$ cat config.mk
export PLATFORM = sky130hd
export DESIGN_NAME = selection_sort_engine
export DESIGN_NICKNAME = d
export VERILOG_FILES = /design/src/sv/sse_pkg.sv /design/src/sv/sse_store.sv /design/src/sv/selection_sort_engine.sv
export SDC_FILE = /design/constraint.sdc
export NUM_CORES = 2
export LEC_CHECK = 0
export BUFFER_PORTS_ARGS = -buffer_cell sky130_fd_sc_hd__buf_2
export CORE_MARGIN = 3
export CORE_UTILIZATION = 40
export DETAILED_ROUTE_END_ITERATION = 10
export PLACE_DENSITY_LB_ADDON = 0.15
export SYNTH_ARGS = -nofsm -noshare
export SYNTH_HDL_FRONTEND = slang
export SYNTH_SLANG_ARGS = --single-unit
$ cat constraint.sdc
create_clock -name clk -period 16.82 [get_ports clk]
set_input_delay 3.364 -clock clk [delete_from_list [all_inputs] [get_ports clk]]
set_output_delay 3.364 -clock clk [all_outputs]
set_load 0.03 [all_outputs]
$ cat src/sv/sse_pkg.sv
// Shared types for the selection sort engine: input and result item layouts.
// No dependencies.
`timescale 1ns / 1ps

package sse_pkg;

  localparam int unsigned DATA_W = 32;

  typedef struct packed {
    logic signed [DATA_W-1:0] value;
    logic                     last;
  } in_item_t;

  typedef struct packed {
    logic signed [DATA_W-1:0] sorted_value;
    logic                     end_of_batch;
    logic                     overflow;
  } out_item_t;

endpackage

$ cat src/sv/sse_store.sv
// Batch store of the selection sort engine: one write port and one read port
// with registered read data. Uses sse_pkg for the data width.
`timescale 1ns / 1ps

module sse_store #(
  parameter int unsigned DEPTH  = 64,
  parameter int unsigned ADDR_W = 6
) (
  input  logic                             clk,
  input  logic                             wr_en,
  input  logic [ADDR_W-1:0]                wr_addr,
  input  logic signed [sse_pkg::DATA_W-1:0] wr_data,
  input  logic                             rd_en,
  input  logic [ADDR_W-1:0]                rd_addr,
  output logic signed [sse_pkg::DATA_W-1:0] rd_data
);

  logic signed [sse_pkg::DATA_W-1:0] mem [DEPTH];
  logic signed [sse_pkg::DATA_W-1:0] rd_data_r;

  always_ff @(posedge clk) begin
    if (wr_en) begin
      mem[wr_addr] <= wr_data;
    end
    if (rd_en) begin
      rd_data_r <= mem[rd_addr];
    end
  end

  assign rd_data = rd_data_r;

endmodule

$ cat src/sv/selection_sort_engine.sv
// Selection sort engine top level: load, sort and emit control around the
// batch store. Uses sse_pkg types and the sse_store memory.
//
// Usage: signed values arrive one per item on in_item (valid/ready). Items are
// written to the store until one marked last arrives; items past CAPACITY are
// dropped and flag the batch as overflowed. The batch is then sorted in place
// in ascending signed order and every entry leaves on out_item, the final one
// with end_of_batch set and all with the batch's overflow flag.
// Flow: loading accepts an item on each in_valid/in_ready handshake. For
// each position p below n-1, sorting reads store entries p through n-1 and
// then spends a drain step and two swap writes; its pace is set by the single
// read port of the store. Emission reads each result, then loads the output
// register. in_ready is high only while loading; the output register
// may still hold the previous batch's final item while the next batch loads.
// A stalled receiver holds the output register and pauses emission; nothing
// is lost. Synchronous reset empties the batch and the output register; store
// contents are not cleared and need no clearing pass.
`timescale 1ns / 1ps

module selection_sort_engine #(
  parameter int unsigned CAPACITY = 64
) (
  input  logic               clk,
  input  logic               rst_n,
  input  logic               in_valid,
  output logic               in_ready,
  input  sse_pkg::in_item_t  in_item,
  output logic               out_valid,
  input  logic               out_ready,
  output sse_pkg::out_item_t out_item
);

  localparam int unsigned AW = (CAPACITY > 1) ? $clog2(CAPACITY) : 1;
  localparam int unsigned CW = $clog2(CAPACITY + 1);

  typedef enum logic [6:0] {
    S_LOAD     = 7'b0000001,
    S_SCAN     = 7'b0000010,
    S_SCAN_END = 7'b0000100,
    S_SWAP_MIN = 7'b0001000,
    S_SWAP_POS = 7'b0010000,
    S_EMIT_RD  = 7'b0100000,
    S_EMIT_LD  = 7'b1000000
  } state_t;

  state_t state_r, state_nxt;

  logic [CW-1:0] count_r, count_nxt;
  logic          dropped_r, dropped_nxt;
  logic [AW-1:0] pos_r, pos_nxt;
  logic [AW-1:0] scan_r, scan_nxt;
  logic [AW-1:0] min_idx_r, min_idx_nxt;
  logic [AW-1:0] rd_idx_r, rd_idx_nxt;
  logic          rd_vld_r, rd_vld_nxt;
  logic [AW-1:0] k_r, k_nxt;
  logic signed [sse_pkg::DATA_W-1:0] min_val_r, min_val_nxt;
  logic signed [sse_pkg::DATA_W-1:0] pos_val_r, pos_val_nxt;
  logic                out_valid_r, out_valid_nxt;
  sse_pkg::out_item_t  out_item_r, out_item_nxt;

  logic                              wr_en;
  logic [AW-1:0]                     wr_addr;
  logic signed [sse_pkg::DATA_W-1:0] wr_data;
  logic                              rd_en;
  logic [AW-1:0]                     rd_addr;
  logic signed [sse_pkg::DATA_W-1:0] rd_data;

  logic          in_acc;
  logic [AW-1:0] last_idx;
  logic          emit_last;

  sse_store #(
    .DEPTH  (CAPACITY),
    .ADDR_W (AW)
  ) u_store (
    .clk     (clk),
    .wr_en   (wr_en),
    .wr_addr (wr_addr),
    .wr_data (wr_data),
    .rd_en   (rd_en),
    .rd_addr (rd_addr),
    .rd_data (rd_data)
  );

  assign in_ready  = (state_r == S_LOAD);
  assign in_acc    = in_valid && in_ready;
  assign last_idx  = AW'(count_r - CW'(1));
  assign emit_last = ((CW'(k_r) + CW'(1)) == count_r);
  assign out_valid = out_valid_r;
  assign out_item  = out_item_r;

  always_comb begin
    state_nxt     = state_r;
    count_nxt     = count_r;
    dropped_nxt   = dropped_r;
    pos_nxt       = pos_r;
    scan_nxt      = scan_r;
    min_idx_nxt   = min_idx_r;
    min_val_nxt   = min_val_r;
    pos_val_nxt   = pos_val_r;
    rd_idx_nxt    = rd_idx_r;
    rd_vld_nxt    = 1'b0;
    k_nxt         = k_r;
    out_item_nxt  = out_item_r;
    out_valid_nxt = out_valid_r && !out_ready;
    wr_en         = 1'b0;
    wr_addr       = count_r[AW-1:0];
    wr_data       = in_item.value;
    rd_en         = 1'b0;
    rd_addr       = scan_r;

    // Fold a returning scan read into the running minimum; first of equals wins.
    if (rd_vld_r) begin
      if (rd_idx_r == pos_r) begin
        min_val_nxt = rd_data;
        min_idx_nxt = rd_idx_r;
        pos_val_nxt = rd_data;
      end else if (rd_data < min_val_r) begin
        min_val_nxt = rd_data;
        min_idx_nxt = rd_idx_r;
      end
    end

    unique case (state_r)
      S_LOAD: begin
        if (in_acc) begin
          if (count_r < CW'(CAPACITY)) begin
            wr_en     = 1'b1;
            count_nxt = count_r + CW'(1);
          end else begin
            dropped_nxt = 1'b1;
          end
          if (in_item.last) begin
            pos_nxt  = '0;
            scan_nxt = '0;
            k_nxt    = '0;
            if (count_nxt >= CW'(2)) begin
              state_nxt = S_SCAN;
            end else begin
              state_nxt = S_EMIT_RD;
            end
          end
        end
      end
      S_SCAN: begin
        rd_en      = 1'b1;
        rd_addr    = scan_r;
        rd_vld_nxt = 1'b1;
        rd_idx_nxt = scan_r;
        scan_nxt   = scan_r + AW'(1);
        if (scan_r == last_idx) begin
          state_nxt = S_SCAN_END;
        end
      end
      S_SCAN_END: begin
        state_nxt = S_SWAP_MIN;
      end
      S_SWAP_MIN: begin
        wr_en     = 1'b1;
        wr_addr   = min_idx_r;
        wr_data   = pos_val_r;
        state_nxt = S_SWAP_POS;
      end
      S_SWAP_POS: begin
        wr_en   = 1'b1;
        wr_addr = pos_r;
        wr_data = min_val_r;
        if ((CW'(pos_r) + CW'(2)) == count_r) begin
          state_nxt = S_EMIT_RD;
        end else begin
          pos_nxt   = pos_r + AW'(1);
          scan_nxt  = pos_r + AW'(1);
          state_nxt = S_SCAN;
        end
      end
      S_EMIT_RD: begin
        // Issue the read only when the output register is free next cycle.
        if (!out_valid_r || out_ready) begin
          rd_en     = 1'b1;
          rd_addr   = k_r;
          state_nxt = S_EMIT_LD;
        end
      end
      S_EMIT_LD: begin
        out_item_nxt.sorted_value = rd_data;
        out_item_nxt.end_of_batch = emit_last;
        out_item_nxt.overflow     = dropped_r;
        out_valid_nxt             = 1'b1;
        if (emit_last) begin
          count_nxt   = '0;
          dropped_nxt = 1'b0;
          state_nxt   = S_LOAD;
        end else begin
          k_nxt     = k_r + AW'(1);
          state_nxt = S_EMIT_RD;
        end
      end
      default: begin
        state_nxt = S_LOAD;
      end
    endcase
  end

  always_ff @(posedge clk) begin
    if (!rst_n) begin
      state_r     <= S_LOAD;
      count_r     <= '0;
      dropped_r   <= 1'b0;
      pos_r       <= '0;
      scan_r      <= '0;
      k_r         <= '0;
      rd_vld_r    <= 1'b0;
      out_valid_r <= 1'b0;
    end else begin
      state_r     <= state_nxt;
      count_r     <= count_nxt;
      dropped_r   <= dropped_nxt;
      pos_r       <= pos_nxt;
      scan_r      <= scan_nxt;
      k_r         <= k_nxt;
      rd_vld_r    <= rd_vld_nxt;
      out_valid_r <= out_valid_nxt;
    end
  end

  always_ff @(posedge clk) begin
    min_idx_r  <= min_idx_nxt;
    min_val_r  <= min_val_nxt;
    pos_val_r  <= pos_val_nxt;
    rd_idx_r   <= rd_idx_nxt;
    out_item_r <= out_item_nxt;
  end

endmodule
# Word-level counts from Yosys, hierarchy flattened
# Memories as Yosys holds them, arrays and structs flattened. A register that Yosys moved wholly into a read port is not among the register bits.
# Index checks and enable logic that the tools add are counted.
[totals]
ff_bits = 145
mem_bits_rw = 2048
output_inout_bits = 36
mem_count = 1
[mem_list]
columns = ["name", "words", "width", "read_ports", "rd_ports_with_merged_regs", "wr", "line_no", "rtl"]
rows = [
  ["u_store.mem", 64, 32, 1, 1, 1, "sse_store.sv:18", "logic signed [sse_pkg::DATA_W-1:0] mem [DEPTH];"],
]
[op_classes]
add_sub_neg = 7
order_cmp = 3
n_eq_ne = 19
mux = 42
reduce_logical = 18
[ops]
columns = ["op", "count"]
rows = [
  ["$mux W6", 11],
  ["$mux W32", 2],
  ["$pmux W32 S2", 1],
  ["$mux W7", 9],
  ["$pmux W7 S7", 1],
  ["$pmux W6 S2", 3],
  ["$lt A32 B32 Y1", 1],
  ["$reduce_and A4 Y1", 5],
  ["$add A6 B1 Y6 const B", 3],
  ["$pmux W6 S3", 1],
  ["$eq A7 B7 Y1", 2],
  ["$pmux W7 S2", 1],
  ["$eq A6 B6 Y1", 2],
  ["$ne A2 B2 Y1 const B", 6],
  ["$mux W1", 10],
  ["$add A6 B1 Y7 const B", 1],
  ["$add A6 B2 Y7 const B", 1],
  ["$add A7 B1 Y7 const B", 1],
  ["$eq A7 B1 Y1 const B", 1],
  ["$eq A7 B2 Y1 const B", 1],
  ["$eq A7 B3 Y1 const B", 1],
  ["$eq A7 B4 Y1 const B", 1],
  ["$eq A7 B5 Y1 const B", 1],
  ["$eq A7 B6 Y1 const B", 1],
  ["14 further kinds", 22],
]

# Depth between registers and ports, before layout
[logic_depth]
ltp_word = 9
mapped_depth = 14
mapped_depth_nobuf = 10

# Cells and area by module
# From an unflattened synthesis, not the netlist that was laid out.
[hier_totals]
hier_cells = 3972
area_unflattened_um2 = 86202.7
[by_module_without_submodules]
columns = ["mod", "instances", "cells_per_inst", "area_per_inst_um2"]
rows = [
  ["sse_store", 1, 3324, 78835.6],
  ["selection_sort_engine", 1, 648, 7367.1],
]

# Worst setup path before layout
# No wires, ideal clock.
[synth_path]
path_kind = "input port to flip-flop"
startpoint = "input port out_ready"
endpoint = "register u_store.rd_data_r, in the netlist u_store.rd_data[0] (read register of u_store.mem) (data pin)"
t_arrival_ns = 5.813
t_required_ns = 16.558
slack_ns = 10.744
stages = 12
path_buffers = 5
cell_sequence = "nand2b_1 > clkbuf_1 > nand3_2 > mux2_2 > buf_2 > buf_2 > clkbuf_1 > clkbuf_1 > nand3_1 > a32oi_1 > nand4_1 > or2_2"
[synth_via]
elab_chain_cells = 3
word_cells_on_any_way = 5
classes_between = "mux: 4; reduce/logical: 1"
[synth_rtl]
columns = ["item", "line_no", "rtl"]
rows = [
  ["start, declared", "selection_sort_engine.sv:29", "input logic out_ready,"],
  ["$logic_or A1 B1 Y1 (*)", "selection_sort_engine.sv:178", "if (!out_valid_r || out_ready) begin"],
  ["$mux W1 or $mux W6 (tied branches)", "selection_sort_engine.sv:178", ""],
  ["$pmux W1 S2 or $mux W6 (tied branches)", "selection_sort_engine.sv:124", "unique case (state_r)"],
  ["end, declared", "sse_store.sv:19", "logic signed [sse_pkg::DATA_W-1:0] rd_data_r;"],
]
# Every way passes the cells marked *; elsewhere a longest branch is shown, timed or not.
# A chain may end at the register's enable or synchronous reset.

# Worst setup path after layout
[layout_path]
startpoint = "input port out_ready"
endpoint = "register u_store.rd_data_r, in the netlist u_store.rd_data[6] (read register of u_store.mem) (data pin)"
# Same word-level chain as after synthesis.

==> qor.csv <==
stage;metric;value;unit
routing;drt drc;0;
die;Die ar.;227000;µm²
clock_network;# clock sinks;2225;
yosys;Simple-Gate Fraction of Synth Area;0.1489;
yosys;Avg Cell Area, Syn;13.44;µm²
die;initial core utilization;0.4025;
setup_path;worst endpoint required time;17.41;ns
clock_network;hold buffer count at cts;0;
timing;Worst Skew;0.03249;ns
yosys;Compound-Gate Fraction of Synth Area;0.06252;
grt;global-route wire length before repair;425900;µm
timing;Slew Limit Headroom;0.1440;
yosys;ys async rst share;0;
grt;gr ovfl total;0;
yosys;post-synth top area cell;edfxtp_1;
routing;DR pass1 iterations;6;
yosys;Mapped Cells;6588;
clock_network;post-CTS setup buffers;0;
run_status;outcome;finished, final reports clean;
routing;Antenna Violating Nets Remaining;0;
die;I/O pin cnt;73;
clock_network;Worst-Skew Late Latency;0.88;ns
yosys;FF+latch count, synth;2225;
cells_and_area;Final nets;6694;
clock_network;CTS Buffer Depth;3;
cells_and_area;share of cells above drive strength 1;0.1008;
die;core box area;219900;µm²
die;height of the die;476.4;µm
timing;period utilization;0.4816;
clock_network;clock-pin slew on the worst setup and hold paths;0.06;ns
routing;via-per-instance ratio;5.950;
cells_and_area;Area growth, synth to finish;12.70;%
yosys;Adder-Cell Fraction of Synth Area;0.005230;
clock_network;H-tree levels;4;
timing;fmax;123.4;MHz
pwr;VDD IR max;0.0001275;V
run;Max-cap violations;0;
yosys;post-synthesis mux area share;0.005414;
placement;GP Congestion;0.8295;
clock_network;Root Driver;clkbuf_16;
setup_path;Startpoint Class;input pin;
setup_path;type of the worst setup path;input pin to flip-flop;
yosys;top cell type's share of synthesized area;0.7429;
yosys;XOR/XNOR Fraction of Synth Area;0.004014;
timing;RSZ-0062 raised after global routing;no;
yosys;largest family of logic cells by synthesized area;simple AND/OR/NAND/NOR gates;
pwr;Leakage;33.24;nW
timing;setup violators final;0;
timing;Slew Limit Fails;0;
setup_path;Worst Path Arrival;8.69;ns
clock_network;CTS Buf Count;223;
clock_network;CTS tree;yes;
yosys;Post-Syn Area;88520;µm²
yosys;post-synth net total;6662;
timing;Worst Max-Slew Pin Slew;1.284;ns
placement;Post-Place Cells;9353;
timing;Tmin final;8.101;ns
yosys;Area contributors post-synth;edfxtp_1 (74%), nand2_1 (7.4%), nand3_1 (4.2%);
yosys;Top FF cell, synth;edfxtp_1;
yosys;Post-synth EDFFs;2190;
grt;initial antenna violation count;21;
grt;pin count of the biggest net entering global routing;159;
routing;Wirelength per Cell;31.40;µm
routing;1st-iter DRT viols;8576;
hold_path;Hold WC Path Type;flip-flop to flip-flop;
yosys;synth unique cells;69;
setup_path;Worst Path Max Fanout;110;
cells_and_area;post-route insts no fill;9764;
yosys;sequential share of the synthesized area;0.7509;
routing;via count;58100;
setup_path;Critical Path End Type;flip-flop;
die;placement row count;172;
yosys;total number of yosys warnings;0;
timing;final hold violations;0;
grt;GRT Total Usage;0.2626;
placement;port bufs;72;
clock_network;cts repair resizes;0;
pwr;Power per Cell Area;126.3;nW/µm²
timing;setup tns final;0;ns
grt;number of global-route vias before repair;53200;
die;die width;476.4;µm
placement;DP HPWL;162800;µm
routing;Total Wirelength;306600;µm
## layout by cell type, fill, tap and decap left out, types with 12 or more instances in the layout
master / synthesis / layout
nand3_1: 748 / 748
buf_4: 17 / 166
clkinv_2: 0 / 38
a21o_1: 15 / 14
a32oi_1: 101 / 101
inv_1: 40 / 40
or3_1: 21 / 21
clkinv_1: 0 / 51
a311oi_1: 29 / 29
a31oi_1: 198 / 198
clkbuf_16: 0 / 223
nand2_2: 1 / 32
dfxtp_1: 35 / 35
clkbuf_1: 271 / 61
a21oi_1: 62 / 62
edfxtp_1: 2190 / 2190
o21ai_0: 26 / 26
a211oi_1: 217 / 215
nor3_1: 13 / 12
buf_2: 111 / 72
bufinv_16: 0 / 16
o2111ai_1: 40 / 40
a22oi_1: 46 / 46
and3_1: 196 / 195
nand4_1: 78 / 78
nand2_1: 1734 / 1700
buf_12: 0 / 12
xnor2_1: 23 / 23
mux2i_1: 40 / 39
nor2_1: 125 / 55
ha_1: 37 / 37
xor2_1: 15 / 15
nor2_4: 0 / 70
## registers in the layout (all words and copies together), names as in the netlist, 6 cells and up
name	cells
u_store.mem	2048
out_item	34
min_val_r	32
pos_val_r	32
u_store.rd_data	32
count_r	7
state_r	7
k_r	6
min_idx_r	6
pos_r	6
rd_idx_r	6
scan_r	6
## path summary, 6_finish.rpt
check	from	to	slack, ns	cells after the start
setup / recovery	out_ready	u_store.rd_data[6]$_DFFE_PP_	8.72	13
setup reg to reg	state_r[5]$_SDFFE_PN0P_	u_store.rd_data[26]$_DFFE_PP_	10.59	10
hold / removal	dropped_r$_SDFFE_PN0P_	out_item[0]$_DFFE_PP_	0.47	0
hold reg to reg	dropped_r$_SDFFE_PN0P_	out_item[0]$_DFFE_PP_	0.47	0
## report_power, final
group	switching [W]	internal [W]
Combinational	0.00120	0.000386
Sequential	0.0000480	0.00618
Clock	0.00211	0.00267
Total	0.00336	0.00924
## worst max-delay path: stages
cell and delay, ns:
buf_2 0.11, nand2b_1 0.31, nand4_1 0.27, buf_4 0.46, and2_4 0.70, buf_12 0.51, buf_12 0.54, buf_12 0.47
mux2i_1 0.25, a211oi_1 0.09, a31oi_1 0.21, nand4_1 0.49, or3_1 0.51
## routing by layer
layer / GRT usage / routed length [µm]
met4: 0.07090 / 8392
met5: 0 / 0
met3: 0.04746 / 29050
met2: 0.4047 / 138700
met1: 0.3834 / 130500
## layout make-up
type / count / area (µm²)
clock inverter: 120 / 1045
clock buffer: 284 / 5809
fill: 19610 / 120200
inverter: 40 / 150.1
multi-input combinational: 3880 / 20730
timing repair buffer: 250 / 1847
sequential: 2225 / 66460
antenna: 7 / 17.52
tap: 2958 / 3701
## stage by stage
stage	hold slack [ns]	cell area, µm²	util	power, W	setup slack, ns
global placement	0.4535	92880	0.4223	0.007882	7.378
finish	0.4686	99760	0.4536	0.01260	8.719
detailed placement	0.4509	92890	0.4223	0.007894	7.889
global route	0.4826	99750	0.4535	0.01298	8.559
CTS	0.4674	99740	0.4535	0.01263	8.849
floorplan	0.4064	88520	-	0.007270	10.74
## kinds of logic (layout without fill, tap and decap cells)
kind of cell / Yosys count / in the layout
compound gates: 767 / 767
xor+xnor: 39 / 39
fa+ha+maj: 37 / 37
buf+inv: 483 / 694
flops: 2225 / 2225
mux: 45 / 45
other cells: 0 / 7
simple gates: 2992 / 2992
## synth_stat cells, types with 26 or more instances
cell and instances:
a31oi_1 198, dfxtp_1 35, a32oi_1 101, inv_1 40, o2111ai_1 40, nand4_1 78, nand3_1 748, buf_2 111
ha_1 37, a211oi_1 217, and3_1 196, edfxtp_1 2190, a22oi_1 46, nor2_1 125, o21ai_0 26, buf_1 40
a21oi_1 62, nand2_1 1734, clkbuf_1 271, mux2i_1 40, a311oi_1 29
(Power assumes the default switching activity.)
